<file path="src/vpr_pkg.sv">
// Package for the vector projection / reflection block: widths, mode codes,
// and the structs passed between front end, queue and back end. No dependencies.
package vpr_pkg;

	localparam int MAX_DIM = 4;
	// numerator a.b and denominator b.b: 66-bit exact sums
	localparam int DW      = 66;
	// |a.b| * |b_i|: 66 x 32 bits
	localparam int NW      = DW + 32;
	// quotient magnitude never exceeds |a| <= 2^32, so 34 bits are enough
	localparam int QBITS   = 34;
	// input transfer to result strobe, in cycles
	localparam int LAT     = QBITS + 8;

	typedef enum logic [1:0] {
		MODE_PROJ = 2'd0,
		MODE_PERP = 2'd1,
		MODE_REFL = 2'd2
	} mode_t;

	// per-item data that travels alongside the divider lanes
	typedef struct packed {
		mode_t                     mode;
		logic                      zero;
		logic                      nneg;
		logic [MAX_DIM-1:0]        bneg;
		logic [MAX_DIM-1:0][31:0]  a;
		logic [MAX_DIM-1:0]        act;
	} side_t;

	// one classified item, front end to back end
	typedef struct packed {
		logic [DW-1:0]             anum;
		logic [DW-1:0]             den;
		logic [MAX_DIM-1:0][31:0]  bmag;
		side_t                     side;
	} entry_t;

endpackage

</file>
<file path="src/vpr_queue.sv">
// Two-entry queue between front end and back end.
// Depends on vpr_pkg.
module vpr_queue import vpr_pkg::*; (
	input  logic   clk,
	input  logic   arst_n,
	input  logic   push,
	input  entry_t wdata,
	input  logic   pop,
	output entry_t rdata,
	output logic   empty,
	output logic   full
);

	entry_t     ent_q [2];
	logic       wr_q;
	logic       rd_q;
	logic [1:0] cnt_q;

	assign empty = (cnt_q == 2'd0);
	assign full  = (cnt_q == 2'd2);
	assign rdata = ent_q[rd_q];

	always_ff @(posedge clk or negedge arst_n) begin
		if (!arst_n) begin
			wr_q  <= 1'b0;
			rd_q  <= 1'b0;
			cnt_q <= 2'd0;
		end else begin
			if (push) wr_q <= ~wr_q;
			if (pop) rd_q <= ~rd_q;
			cnt_q <= cnt_q + 2'(push) - 2'(pop);
		end
	end

	always_ff @(posedge clk) begin
		if (push) ent_q[wr_q] <= wdata;
	end

endmodule

</file>
<file path="config.mk">
export PLATFORM = sky130hd
export DESIGN_NAME = vpr_queue
export DESIGN_NICKNAME = d
export VERILOG_FILES = /design/src/vpr_pkg.sv /design/src/vpr_queue.sv
export SDC_FILE = /design/constraint.sdc
export NUM_CORES = 1
export LEC_CHECK = 0
export BUFFER_PORTS_ARGS = -buffer_cell sky130_fd_sc_hd__buf_2
export CORE_ASPECT_RATIO = 1.25
export CORE_MARGIN = 2
export CORE_UTILIZATION = 25
export DETAILED_ROUTE_END_ITERATION = 16
export HOLD_SLACK_MARGIN = 0.08
export SYNTH_ARGS = -nofsm -noshare
export SYNTH_HDL_FRONTEND = slang
export SYNTH_SLANG_ARGS = --single-unit
</file>
<file path="constraint.sdc">
create_clock -name clk -period 17.7 [get_ports clk]
set_clock_uncertainty 0.15 [all_clocks]
set_input_delay 0.885 -clock clk [delete_from_list [all_inputs] [get_ports clk]]
set_output_delay 0.885 -clock clk [all_outputs]
set_load 0.03 [all_outputs]
</file>
==> metrics.sh <==
ROUTE.DETAILED.WL_PER_INST_UM=20.7
RATIO_OF_FINAL_MINIMUM_PERIOD_TO_CLOCK_PERIOD_PCT=38.4
WORST-ENDPOINT-ARRIVAL_NS=5.76
DETAIL-ROUTE-ANTENNA-NETS=0
TOTALPOWERFINAL_mW=7.00
PLACE.PORT_BUFFERS=805
POWER.LEAKAGE_nW=15.4
DRV_CAP=0
END_KIND='output port'
SWITCHING_POWER_mW=2.49
POSTSYNTHAREAPERCELL_SQ_UM=24.7
P_INT_mW=4.51
CTS_BUFFER_DEPTH=3
ANTENNA_VIOLATIONS_BEFORE_REPAIR=49
LAYOUT_AREA_OVERHEAD_PCT=26.0
GRT_PASS1_WL_UM=110000
VIA_PER_INST=3.98
TIGHTEST_SLEW_NS=1.20
GR_OVFL_TOTAL=0
FINAL_DESIGN_AREA_EXCLUDING_FILLERS_SQ_MM=0.0392
POSTSYNTHREGISTERBITS=804
COMBINATIONAL_GROUP_SHARE_OF_TOTAL_POWER_PCT=37.2
POST-ROUTE-WORST-SETUP-SLACK_NS=10.90
DIEHEIGHT_UM=398
IRDROPWORSTVDD_mV=0.134
SYNTHCELLS=1260
DPL_CELL_AREA_SQ_MM=0.0364
CLOCK_TREE.HTREE_LEVEL_COUNT=3
P_SEQ_SHARE_PCT=37.9
LAYOUT.CELLS.MOST_COMMON_LIST='buf_2, edfxtp_1, mux2_4'
SYNTH_WARNINGS=0
SYNTH_LARGEST_AREA_CELL='edfxtp_1'
DETAIL_ROUTE.WIRELENGTH_UM=79100
PLACEABLECOREAREA_SQ_MM=0.123
FILL_CELLS=12013
DP_HPWL_UM=56000
POWER.CLOCK.FRACTION_PCT=24.9
DRC=0
START_KIND='flip-flop'
PATH_CLK_SLEW_NS=0.06
FIRST_PASS_ITERS=5
GRT_PASS1_VIAS=15795
SYNTH.YOSYS.SEQ_AREA_SHARE_PCT=77.7
FINALSETUPTNS_NS=0
POWER_DENSITY_mW_PER_MM2=179
HOLD_VIOLATION_COUNT_IN_THE_FINAL_REPORT=0
FMAX_MHz=147
YS_TYPES=14
GRT_MAX_DEGREE=153
CP_MAX_FO=56
CRIT_TYPE='flip-flop to output port'
RRSETUPSLACK_NS=14.19
POWER.SHARE.SWITCHING_PCT=35.6
SYNTHESIS.NETS=1666
MULTI_INPUT_COMB_AREA_SQ_MM=0.00607
POST_SYNTH_INSTANCE_AREA_SQ_MM=0.0311
REPORT.FINAL.SLEW_VIOL_COUNT=0
DESIGN.DIE.AREA_SQ_MM=0.127
MOSTFREQUENTLAYOUTCELL='buf_2'
ROOT_BUFFER='clkbuf_16'
CTS_NUM_SINKS=804
ROUTABILITYCONGESTION=0.810
INITIAL_UTILIZATION_PCT=25.2
VIAS=15166
GLOBAL_ROUTE.USAGE.TOTAL_PCT=12.0
NUMBER_OF_BUFFERS_CREATED_BY_CTS=85
POST_CTS_SETUP_BUFFERS=0
REQUIRED_NS=16.67
TRITONCTS='built'
DESIGN.FINAL.NETS=2531
FINAL_PERIOD_MINUS_WORST_SETUP_SLACK_NS=6.80
HOLD_BUFFERS=1
PLACEMENT.SETUP.WORST_SLACK_NS=11.51
SYNTH_TOP_AREA_SHARE_PCT=77.3
MAX-SLEW-MARGIN-REL_PCT=20.3
SEQUENTIAL_CELL_AREA_SQ_MM=0.0241
DIE-WIDTH_UM=319
CTS.REPAIR.RESIZED=0
OUTCOME='completed'
GRT_SETUP_UNREPAIRED='false'
FINALSETUPVIOLATIONS=0
IOS=806
SYNTH.TOP_CELLS.BY_AREA='edfxtp_1, mux2_4, buf_12'
FLOORPLAN.ROWS=144
CLK-INSERTION-DELAY-LATE_NS=0.65
DRIVE_GT1_SHARE_PCT=61.5
FIRST_ITER_VIOLATIONS=961
HOLD_PATH_CLASS='primary input to flip-flop'
## Yosys cell counts
library cell / instances
xor3_1: 1
inv_1: 2
nor2_1: 1
xor2_1: 2
buf_2: 1
dfrtp_1: 4
mux2_2: 10
mux2_4: 390
buf_12: 43
edfxtp_1: 800
buf_6: 1
ha_1: 2
nor2b_1: 2
and2_1: 1
## state kept, by name, summed over array words and instances, names as in the netlist
signal and flops:
ent_q 800, cnt_q 2, rd_q 1, wr_q 1
## power by group through the flow
stage,sequential [mW],combinational [mW],clock [mW]
4_1_cts,2.66,2.65,1.80
2_1_floorplan,2.79,2.14,0
6_report,2.66,2.61,1.74
5_1_grt,2.69,2.74,1.88
3_5_place_dp,2.70,2.65,0
3_3_place_gp,2.69,2.64,0
## worst max-delay path, stage by stage (launching register included)
cell and delay [ns]:
dfrtp_4 1.09, buf_4 0.91, buf_4 0.92, buf_4 0.63, buf_4 0.76, mux2_4 0.37
buf_2 0.18
## metal layers
metal / track usage, % / share of wire, % / wire length [um]
met1: 13.6 / 37 / 29600
met2: 19.0 / 48 / 37600
met3: 5.83 / 12 / 9140
met4: 5.47 / 3.1 / 2460
met5: 0 / 0.34 / 269
## cell families after synthesis
kind of cell	Yosys count	synth area share, %
xor+xnor	3	0.133
fa+ha+maj	2	0.0805
buf+inv	47	2.85
simple gates	4	0.0725
mux	400	19.2
flops	804	77.7
## through the flow
step	instances	util (%)	hold WS (ns)
after floorplan	1260	-	0.323
after global placement	3643	29.5	0.379
after detailed placement	3643	29.5	0.385
after CTS	3798	31.7	0.153
after global routing	3808	31.8	0.189
final	3815	31.8	0.248
## path summary, 6_finish.rpt
kind                             from             to  cells after the start
min reg2reg                      wr_q           wr_q                      1
min in group asynchronous      arst_n           rd_q                      2
min                        wdata[177]  ent_q[0][177]                      1
max in group asynchronous      arst_n           rd_q                      2
max reg2reg                      wr_q  ent_q[1][241]                      3
max                              rd_q     rdata[270]                      6
## cell type report
cell class | count | area share, %
sequential | 804 | 61.6
tap | 1606 | 5.13
multi-input combinational | 409 | 15.5
clock inverter | 55 | 1.29
antenna | 17 | 0.109
inverter | 2 | 0.0192
timing repair buffer | 823 | 10.7
clock buffer | 99 | 5.62
Note: power is estimated with default switching activity, not from simulation.
